## src/rtl/ufc_pkg.sv

```systemverilog
`timescale 1ns / 1ps
`default_nettype none
// ----------------------------------------------------------------------------
// UART FIFO package
// Shared depths, widths, codes and types for the UART FIFO block.
// ----------------------------------------------------------------------------
package ufc_pkg;

  localparam int RX_DEPTH   = 64;
  localparam int TX_DEPTH   = 8;
  localparam int RX_FILL_W  = $clog2(RX_DEPTH + 1);
  localparam int TX_FILL_W  = $clog2(TX_DEPTH + 1);
  localparam int BYTE_W     = 8;
  localparam int MODE_W     = 2;
  localparam int WATER_W    = 7;
  localparam int CFG_IDX_W  = 1;
  localparam int CMP_W      = (RX_FILL_W > WATER_W) ? RX_FILL_W : WATER_W;

  localparam logic [CFG_IDX_W-1:0] REG_HIGH_WATER = 1'd0;
  localparam logic [CFG_IDX_W-1:0] REG_LOW_WATER  = 1'd1;

  localparam logic [WATER_W-1:0] HIGH_WATER_RST = 7'd32;
  localparam logic [WATER_W-1:0] LOW_WATER_RST  = 7'd8;

  typedef enum logic [MODE_W-1:0] {
    MODE_RX_BYTE    = 2'd0,
    MODE_HOST_READ  = 2'd1,
    MODE_HOST_WRITE = 2'd2,
    MODE_TX_NEXT    = 2'd3
  } mode_t;

  typedef struct packed {
    logic shift;
    logic load;
  } cell_ctrl_t;

  typedef struct packed {
    logic [BYTE_W-1:0] rx_data;
    logic              rx_was_empty;
    logic [BYTE_W-1:0] tx_data;
    logic              tx_send;
    logic              tx_irq_enable;
    logic              block_sender;
    logic              overflow;
  } result_t;

endpackage
`default_nettype wire

```

## src/rtl/ufc_in_if.sv

```systemverilog
`timescale 1ns / 1ps
`default_nettype none
// ----------------------------------------------------------------------------
// UART FIFO input channel
// Valid/ready channel carrying one event transaction.
// ----------------------------------------------------------------------------
interface ufc_in_if;
  logic                       valid;
  logic                       ready;
  logic [ufc_pkg::MODE_W-1:0] mode;
  logic [ufc_pkg::BYTE_W-1:0] data;
  logic                       tx_ready;

  modport source (output valid, output mode, output data, output tx_ready, input ready);
  modport sink (input valid, input mode, input data, input tx_ready, output ready);
endinterface
`default_nettype wire

```

## src/rtl/ufc_out_if.sv

```systemverilog
`timescale 1ns / 1ps
`default_nettype none
// ----------------------------------------------------------------------------
// UART FIFO result channel
// Valid/ready channel carrying one result transaction.
// ----------------------------------------------------------------------------
interface ufc_out_if;
  logic                       valid;
  logic                       ready;
  logic [ufc_pkg::BYTE_W-1:0] rx_data;
  logic                       rx_was_empty;
  logic [ufc_pkg::BYTE_W-1:0] tx_data;
  logic                       tx_send;
  logic                       tx_irq_enable;
  logic                       block_sender;
  logic                       overflow;

  modport source (output valid, output rx_data, output rx_was_empty, output tx_data,
                  output tx_send, output tx_irq_enable, output block_sender,
                  output overflow, input ready);
  modport sink (input valid, input rx_data, input rx_was_empty, input tx_data,
                input tx_send, input tx_irq_enable, input block_sender,
                input overflow, output ready);
endinterface
`default_nettype wire

```

## src/rtl/uart_fifo_with_flow_control.sv

```systemverilog
`timescale 1ns / 1ps
`default_nettype none
// ----------------------------------------------------------------------------
// UART FIFO with flow control
// Receive and transmit byte FIFOs built as chains of byte cells, with
// watermark flow control on the receive side.
//
// item carries one event per transaction: a received byte, a host read,
// a host write or a transmitter-ready request. result returns exactly one
// transaction per event, in order: the byte read, the byte to load into the
// transmitter, the interrupt enable, the sender-block line and overflow.
// cfg_we/cfg_index/cfg_data write high_water (index 0) and low_water
// (index 1); write only while no event is in flight.
// The FIFO chains and counters update at the accepting edge and the result
// is registered, so it is presented in the cycle after acceptance; one event
// per cycle is sustained while result is not stalled. Dequeues shift every cell
// of a chain toward its head; enqueues load the cell selected by the fill count.
// While result is stalled, item still accepts as long as the result
// register is free or drains in the same cycle.
// Reset clears counters, flags and the result valid and restores the
// watermarks to 32 and 8; cell contents are not cleared.
// ----------------------------------------------------------------------------
module uart_fifo_with_flow_control (
  input  wire logic                          clk,
  input  wire logic                          rst,
  ufc_in_if.sink                             item,
  ufc_out_if.source                          result,
  input  wire logic                          cfg_we,
  input  wire logic [ufc_pkg::CFG_IDX_W-1:0] cfg_index,
  input  wire logic [ufc_pkg::WATER_W-1:0]   cfg_data
);

  localparam int RXD = ufc_pkg::RX_DEPTH;
  localparam int TXD = ufc_pkg::TX_DEPTH;
  localparam int RFW = ufc_pkg::RX_FILL_W;
  localparam int TFW = ufc_pkg::TX_FILL_W;

  logic [ufc_pkg::WATER_W-1:0] high_water;
  logic [ufc_pkg::WATER_W-1:0] low_water;
  logic [RFW-1:0]              rx_fill;
  logic [RFW-1:0]              rx_fill_next;
  logic [TFW-1:0]              tx_fill;
  logic [TFW-1:0]              tx_fill_next;
  logic                        sender_paused;
  logic                        sender_paused_next;
  logic                        tx_irq_on;
  logic                        tx_irq_on_next;
  logic                        out_valid;
  ufc_pkg::result_t            out_res;
  ufc_pkg::result_t            res_next;

  logic                        accept;
  logic                        rx_load;
  logic                        rx_shift;
  logic                        tx_load;
  logic                        tx_shift;
  ufc_pkg::mode_t              mode;

  logic [ufc_pkg::BYTE_W-1:0]  rx_cell [RXD];
  logic [ufc_pkg::BYTE_W-1:0]  tx_cell [TXD];

  assign item.ready = !out_valid || result.ready;
  assign accept     = item.valid && item.ready;
  assign mode       = ufc_pkg::mode_t'(item.mode);

  always_comb begin
    res_next           = '0;
    rx_fill_next       = rx_fill;
    tx_fill_next       = tx_fill;
    sender_paused_next = sender_paused;
    tx_irq_on_next     = tx_irq_on;
    rx_load            = 1'b0;
    rx_shift           = 1'b0;
    tx_load            = 1'b0;
    tx_shift           = 1'b0;
    case (mode)
      ufc_pkg::MODE_RX_BYTE: begin
        if (rx_fill == RFW'(RXD)) begin
          res_next.overflow = 1'b1;
        end else begin
          rx_load      = 1'b1;
          rx_fill_next = rx_fill + RFW'(1);
        end
        if (ufc_pkg::CMP_W'(rx_fill_next) >= ufc_pkg::CMP_W'(high_water)) begin
          sender_paused_next = 1'b1;
        end
      end
      ufc_pkg::MODE_HOST_READ: begin
        if (rx_fill == '0) begin
          res_next.rx_was_empty = 1'b1;
        end else begin
          res_next.rx_data = rx_cell[0];
          rx_shift         = 1'b1;
          rx_fill_next     = rx_fill - RFW'(1);
        end
        if (ufc_pkg::CMP_W'(rx_fill_next) <= ufc_pkg::CMP_W'(low_water)) begin
          sender_paused_next = 1'b0;
        end
      end
      ufc_pkg::MODE_HOST_WRITE: begin
        if (tx_fill == '0 && item.tx_ready) begin
          res_next.tx_data = item.data;
          res_next.tx_send = 1'b1;
        end else begin
          if (tx_fill == TFW'(TXD)) begin
            res_next.overflow = 1'b1;
          end else begin
            tx_load      = 1'b1;
            tx_fill_next = tx_fill + TFW'(1);
          end
          tx_irq_on_next = 1'b1;
        end
      end
      default: begin
        if (tx_fill != '0) begin
          res_next.tx_data = tx_cell[0];
          res_next.tx_send = 1'b1;
          tx_shift         = 1'b1;
          tx_fill_next     = tx_fill - TFW'(1);
        end
        if (tx_fill_next == '0) begin
          tx_irq_on_next = 1'b0;
        end
      end
    endcase
    res_next.tx_irq_enable = tx_irq_on_next;
    res_next.block_sender  = sender_paused_next;
  end

  for (genvar i = 0; i < RXD; i++) begin : g_rx
    ufc_pkg::cell_ctrl_t        ctrl;
    logic [ufc_pkg::BYTE_W-1:0] nbr;
    assign ctrl.load  = accept && rx_load && (rx_fill == RFW'(i));
    assign ctrl.shift = accept && rx_shift;
    if (i < RXD - 1) begin : g_mid
      assign nbr = rx_cell[i+1];
    end else begin : g_end
      assign nbr = '0;
    end
    ufc_cell u_cell (
      .clk        (clk),
      .ctrl       (ctrl),
      .load_data  (item.data),
      .shift_data (nbr),
      .data       (rx_cell[i])
    );
  end

  for (genvar i = 0; i < TXD; i++) begin : g_tx
    ufc_pkg::cell_ctrl_t        ctrl;
    logic [ufc_pkg::BYTE_W-1:0] nbr;
    assign ctrl.load  = accept && tx_load && (tx_fill == TFW'(i));
    assign ctrl.shift = accept && tx_shift;
    if (i < TXD - 1) begin : g_mid
      assign nbr = tx_cell[i+1];
    end else begin : g_end
      assign nbr = '0;
    end
    ufc_cell u_cell (
      .clk        (clk),
      .ctrl       (ctrl),
      .load_data  (item.data),
      .shift_data (nbr),
      .data       (tx_cell[i])
    );
  end

  always_ff @(posedge clk) begin
    if (rst) begin
      high_water    <= ufc_pkg::HIGH_WATER_RST;
      low_water     <= ufc_pkg::LOW_WATER_RST;
      rx_fill       <= '0;
      tx_fill       <= '0;
      sender_paused <= 1'b0;
      tx_irq_on     <= 1'b0;
      out_valid     <= 1'b0;
    end else begin
      if (cfg_we) begin
        case (cfg_index)
          ufc_pkg::REG_HIGH_WATER: high_water <= cfg_data;
          ufc_pkg::REG_LOW_WATER:  low_water  <= cfg_data;
          default: ;
        endcase
      end
      if (accept) begin
        rx_fill       <= rx_fill_next;
        tx_fill       <= tx_fill_next;
        sender_paused <= sender_paused_next;
        tx_irq_on     <= tx_irq_on_next;
        out_valid     <= 1'b1;
      end else if (result.ready) begin
        out_valid <= 1'b0;
      end
    end
  end

  always_ff @(posedge clk) begin
    if (accept) begin
      out_res <= res_next;
    end
  end

  assign result.valid         = out_valid;
  assign result.rx_data       = out_res.rx_data;
  assign result.rx_was_empty  = out_res.rx_was_empty;
  assign result.tx_data       = out_res.tx_data;
  assign result.tx_send       = out_res.tx_send;
  assign result.tx_irq_enable = out_res.tx_irq_enable;
  assign result.block_sender  = out_res.block_sender;
  assign result.overflow      = out_res.overflow;

endmodule
`default_nettype wire

```

## src/rtl/ufc_cell.sv

```systemverilog
`timescale 1ns / 1ps
`default_nettype none
// ----------------------------------------------------------------------------
// UART FIFO cell
// One byte slot of a falling FIFO chain: load a new byte or take the
// neighbor's byte on a dequeue shift.
// ----------------------------------------------------------------------------
module ufc_cell (
  input  wire logic                       clk,
  input  wire ufc_pkg::cell_ctrl_t        ctrl,
  input  wire logic [ufc_pkg::BYTE_W-1:0] load_data,
  input  wire logic [ufc_pkg::BYTE_W-1:0] shift_data,
  output      logic [ufc_pkg::BYTE_W-1:0] data
);

  always_ff @(posedge clk) begin
    if (ctrl.load) begin
      data <= load_data;
    end else if (ctrl.shift) begin
      data <= shift_data;
    end
  end

endmodule
`default_nettype wire
```

## src/flat_wrapper.sv

```systemverilog
// flat-port wrapper written by rule: the top's interface ports become plain ports
module uart_fifo_with_flow_control_flat 
  (clk, rst, cfg_we, cfg_index, cfg_data, item_valid, item_mode, item_data, item_tx_ready, item_ready, result_valid, result_rx_data, result_rx_was_empty, result_tx_data, result_tx_send, result_tx_irq_enable, result_block_sender, result_overflow, result_ready);
  ufc_in_if item_i ();
  ufc_out_if result_i ();
  input  wire logic clk;
  input  wire logic rst;
  input  wire logic cfg_we;
  input  wire logic [ufc_pkg::CFG_IDX_W-1:0] cfg_index;
  input  wire logic [ufc_pkg::WATER_W-1:0] cfg_data;
  input wire logic [$bits(item_i.valid)-1:0] item_valid;
  input wire logic [$bits(item_i.mode)-1:0] item_mode;
  input wire logic [$bits(item_i.data)-1:0] item_data;
  input wire logic [$bits(item_i.tx_ready)-1:0] item_tx_ready;
  output wire logic [$bits(item_i.ready)-1:0] item_ready;
  output wire logic [$bits(result_i.valid)-1:0] result_valid;
  output wire logic [$bits(result_i.rx_data)-1:0] result_rx_data;
  output wire logic [$bits(result_i.rx_was_empty)-1:0] result_rx_was_empty;
  output wire logic [$bits(result_i.tx_data)-1:0] result_tx_data;
  output wire logic [$bits(result_i.tx_send)-1:0] result_tx_send;
  output wire logic [$bits(result_i.tx_irq_enable)-1:0] result_tx_irq_enable;
  output wire logic [$bits(result_i.block_sender)-1:0] result_block_sender;
  output wire logic [$bits(result_i.overflow)-1:0] result_overflow;
  input wire logic [$bits(result_i.ready)-1:0] result_ready;
  assign item_i.valid = item_valid;
  assign item_i.mode = item_mode;
  assign item_i.data = item_data;
  assign item_i.tx_ready = item_tx_ready;
  assign item_ready = item_i.ready;
  assign result_valid = result_i.valid;
  assign result_rx_data = result_i.rx_data;
  assign result_rx_was_empty = result_i.rx_was_empty;
  assign result_tx_data = result_i.tx_data;
  assign result_tx_send = result_i.tx_send;
  assign result_tx_irq_enable = result_i.tx_irq_enable;
  assign result_block_sender = result_i.block_sender;
  assign result_overflow = result_i.overflow;
  assign result_i.ready = result_ready;
  uart_fifo_with_flow_control u_core (.clk(clk), .rst(rst), .item(item_i), .result(result_i), .cfg_we(cfg_we), .cfg_index(cfg_index), .cfg_data(cfg_data));
endmodule
```

## config.mk

```make
export PLATFORM = sky130hd
export DESIGN_NAME = uart_fifo_with_flow_control_flat
export DESIGN_NICKNAME = d
export VERILOG_FILES = /design/src/rtl/ufc_pkg.sv /design/src/rtl/ufc_in_if.sv /design/src/rtl/ufc_out_if.sv /design/src/rtl/uart_fifo_with_flow_control.sv /design/src/rtl/ufc_cell.sv /design/src/flat_wrapper.sv
export SDC_FILE = /design/constraint.sdc
export NUM_CORES = 1
export LEC_CHECK = 0
export ABC_AREA = 1
export BUFFER_PORTS_ARGS = -buffer_cell sky130_fd_sc_hd__buf_2
export CORE_UTILIZATION = 40
export DETAILED_ROUTE_END_ITERATION = 10
export GPL_ROUTABILITY_DRIVEN = 0
export SYNTH_ARGS = -nofsm -noshare
export SYNTH_HDL_FRONTEND = slang
export SYNTH_SLANG_ARGS = --single-unit
```

## constraint.sdc

```tcl
create_clock -name clk -period 3.3 [get_ports clk]
set_input_delay 0.33 -clock clk [delete_from_list [all_inputs] [get_ports clk]]
set_output_delay 0.33 -clock clk [all_outputs]
set_load 0.02 [all_outputs]
```

==> results_dict.tcl <==
set metrics [dict create \
    yosys_warnings 0 \
    grt_max_degree 74 \
    ant_nets 0 \
    ys_async_sr_fraction_pct 0 \
    clock_sinks 625 \
    nets 2497 \
    drt-initial-drc-count 1194 \
    post_drt_via_cell_ratio 5.104 \
    cts_tree "done" \
    tns_ns 0 \
    yosysSeqAreaShare_pct 66.32 \
    finalCritPeriodShare_pct 94.12 \
    total_power_w 0.01709 \
    synth_top_family_by_area "simple AND/OR/NAND/NOR gates" \
    yosys-top-cells-count "nand2_1, edfxtp_1, o21ai_0, o21ai_2, o21ai_1" \
    grt_antenna_before_repair 0 \
    holdCritStartpoint "cfg_data[4]" \
    die_y_um 266.0 \
    path_buf_inv 2 \
    relSlewSlack_pct 4.762 \
    cp_common_cell "inv_1" \
    synth_adder_area_share_pct 1.032 \
    synth_seq_cells 625 \
    drv_cap 0 \
    critPathCaptureType "flop" \
    syn-num-nets 2478 \
    routed_wl_um 59750 \
    arrival_ns 3.37 \
    dr_total_vias 17516 \
    hpwlAfterDp_um 36700 \
    syn_area_per_cell_um2 11.47 \
    dpl-instance-area_um2 28860 \
    ir_drop_mv 0.3184 \
    post_cts_buffers 0 \
    crit_path_cell_trace "inv_1, ha_1, inv_1, nor2_1, nand2_2, nand2_1" \
    wl_per_cell_um 17.41 \
    worst-path-max-fanout 17 \
    drc 0 \
    htreeDepth 3 \
    critical_path_class "flop to flop" \
    fin_area_um2 30910 \
    rr_startpoint "u_core.rx_fill[0]$_SDFFE_PP0P_" \
    finalCriticalPeriod_ns 3.106 \
    initial_core_util_pct 40.50 \
    ys.flop_type "edfxtp_1" \
    synthesis.area_um2 27880 \
    grt_pass1_wl_um 94500 \
    fillers 6233 \
    clkLatencyLatePin_ns 0.61 \
    synth-edff-count 597 \
    synth_mux_area_share_pct 0 \
    syn_inst 2431 \
    die_w_um 266.0 \
    crit_family "simple AND/OR/NAND/NOR gates" \
    n_antenna_cell 0 \
    synth-xor-area-share_pct 0.1885 \
    synth_area_leaders "edfxtp_1, nand2_1, o21ai_2, o21ai_0, o21ai_1" \
    cp-startpoint "u_core.rx_fill[0]$_SDFFE_PP0P_" \
    setup_viol 0 \
    hold_class "primary input to flop" \
    numPortBuffers 46 \
    rows 96 \
    cpMaxStageDelayCell "nor2_1" \
    synth_compound_area_share_pct 13.86 \
    fmax_mhz 322.0 \
    synthMostInstantiatedCell "nand2_1" \
    outcome "completed" \
    synthSimpleGateAreaFrac_pct 14.30 \
    grt_pass1_vias 17059 \
    synth_cell_types 33 \
    synth_area_leader_cell "edfxtp_1" \
    p_leak_nw 12.47 \
    fin_util_pct 44.92 \
    slowest_delay_ns 1.08 \
    cts.clk_slew.worst_paths_ns 0.06 \
    cts.path.max_buffers 3 \
    dieArea_um2 70750 \
    io_pins 47 \
    clock-root-buffer "clkbuf_16" \
    area_delta_synth_final_pct 10.89 \
    drive_gt1_share_pct 17.47 \
    worstPathRequired_ns 3.57 \
    finalMaxSlewViolations 0 \
    powerDensity_nw_per_um2 552.9 \
    finClkSkew_ns 0.02193 \
    numCtsBuffers 67 \
    grt.overflow.total 0 \
    rsz0062_at_grt "no" \
    yosysTopAreaCellShare_pct 64.31 \
    core_um2 68830 \
    finalHoldViolCount 0 \
    grt_usage_pct 17.14 \
    cp-start-kind "flop" \
    worst_pin_slew_ns 1.423 \
    firstDrtPassIters 7 \
]
-- cell usage in the layout (no fill, tap or decap), drive strengths merged --
master / Yosys / routed
ha: 23 / 23
o21ai: 597 / 597
o211ai: 2 / 2
o21bai: 1 / 1
edfxtp: 597 / 597
nor3: 4 / 4
buf: 77 / 90
nand2: 800 / 800
nor4: 1 / 1
clkinvlp: 0 / 1
clkbuf: 67 / 92
bufinv: 0 / 2
dfxtp: 28 / 28
nor2: 80 / 80
inv: 75 / 85
a21oi: 29 / 29
dlygate4sd3: 0 / 4
xor2: 4 / 4
clkinv: 9 / 24
nand4: 3 / 3
xnor2: 2 / 2
nand3: 32 / 32
-- per-layer routing --
layer  vias up  track usage, %  part of all wire, %
met5         -               0                    0
met4         0           5.638                  2.5
met3        98           3.281                  5.9
met2       456           27.53                   46
met1      8403           23.35                   46
li1       8559               -                    -
-- area by class of cell --
cell class / count / area (um^2) / share of cell area, %
Multi-Input combinational cell: 1578 / 8203 / 26.53
Inverter: 84 / 334.1 / 1.081
Tap cell: 931 / 1165 / 3.768
Clock inverter: 28 / 187.7 / 0.6071
Sequential cell: 625 / 18490 / 59.80
Timing Repair Buffer: 94 / 713.2 / 2.307
Clock buffer: 92 / 1823 / 5.897
-- registers in the layout, indices dropped and copies added, names as in the netlist, 4 cells and up --
| name | flops |
|---|---|
| u_core.g_rx.u_cell.data | 512 |
| u_core.result.rx_data | 8 |
| u_core.result.tx_data | 8 |
| u_core.high_water | 7 |
| u_core.rx_fill | 7 |
| u_core.tx_fill | 4 |
| u_core.g_tx.u_cell.data | 64 |
| u_core.low_water | 7 |
-- logic make-up after synthesis --
kind of cell,count (synthesis)
AO/OA/AOI/OAI,629
XOR/XNOR,6
adder cells (fa/ha/maj),23
buffers and inverters,228
flip-flops,625
AND/OR/NAND/NOR,920
-- through the flow --
step / hold slack [ns] / worst slack (ns) / std cells
after floorplan: 0.4331 / 0.5895 / 2431
after global placement: 0.4466 / 0.2624 / 3308
after detailed placement: 0.4580 / 0.1513 / 3308
after CTS: 0.003040 / 0.1791 / 3432
after global routing: 0.04474 / 0.01921 / 3432
final: 0.03961 / 0.1941 / 3432
-- worst paths after layout --
kind / cells past startpoint / endpoint / slack [ns]
hold reg to reg: 2 / u_core.low_water[1]$_SDFFE_PP0P_ / 0.47
setup reg to reg: 6 / u_core.g_rx[54].u_cell.data[7]$_DFFE_PP_ / 0.19
setup / recovery: 6 / u_core.g_rx[54].u_cell.data[7]$_DFFE_PP_ / 0.19
hold / removal: 3 / u_core.low_water[4]$_SDFFE_PP0P_ / 0.04
-- timing repair --
action | 4_1_cts | 5_1_grt
endpoints found under the hold margin | 6 | 0
gates resized for setup | 0 | 3
setup endpoints to repair | 0 | 24
hold buffers | 4 | 0
-- tightest hold or removal path, delay by kind of cell --
| kind | cells | cell delay, ns |
|---|---|---|
| AOI/OAI and AO/OA | 2 | 0.19 |
| buffers and inverters | 1 | 0.08 |
-- power breakdown --
| part | total (W) | switching [W] | leakage [nW] | internal [W] |
|---|---|---|---|---|
| Clock | 0.00704 | 0.00301 | 0.974 | 0.00402 |
| Sequential | 0.00902 | 0.0000855 | 5.66 | 0.00893 |
| Combinational | 0.00104 | 0.000766 | 5.84 | 0.000274 |
| Total | 0.0171 | 0.00386 | 12.5 | 0.0132 |
Power figures use the tool's default switching activity.
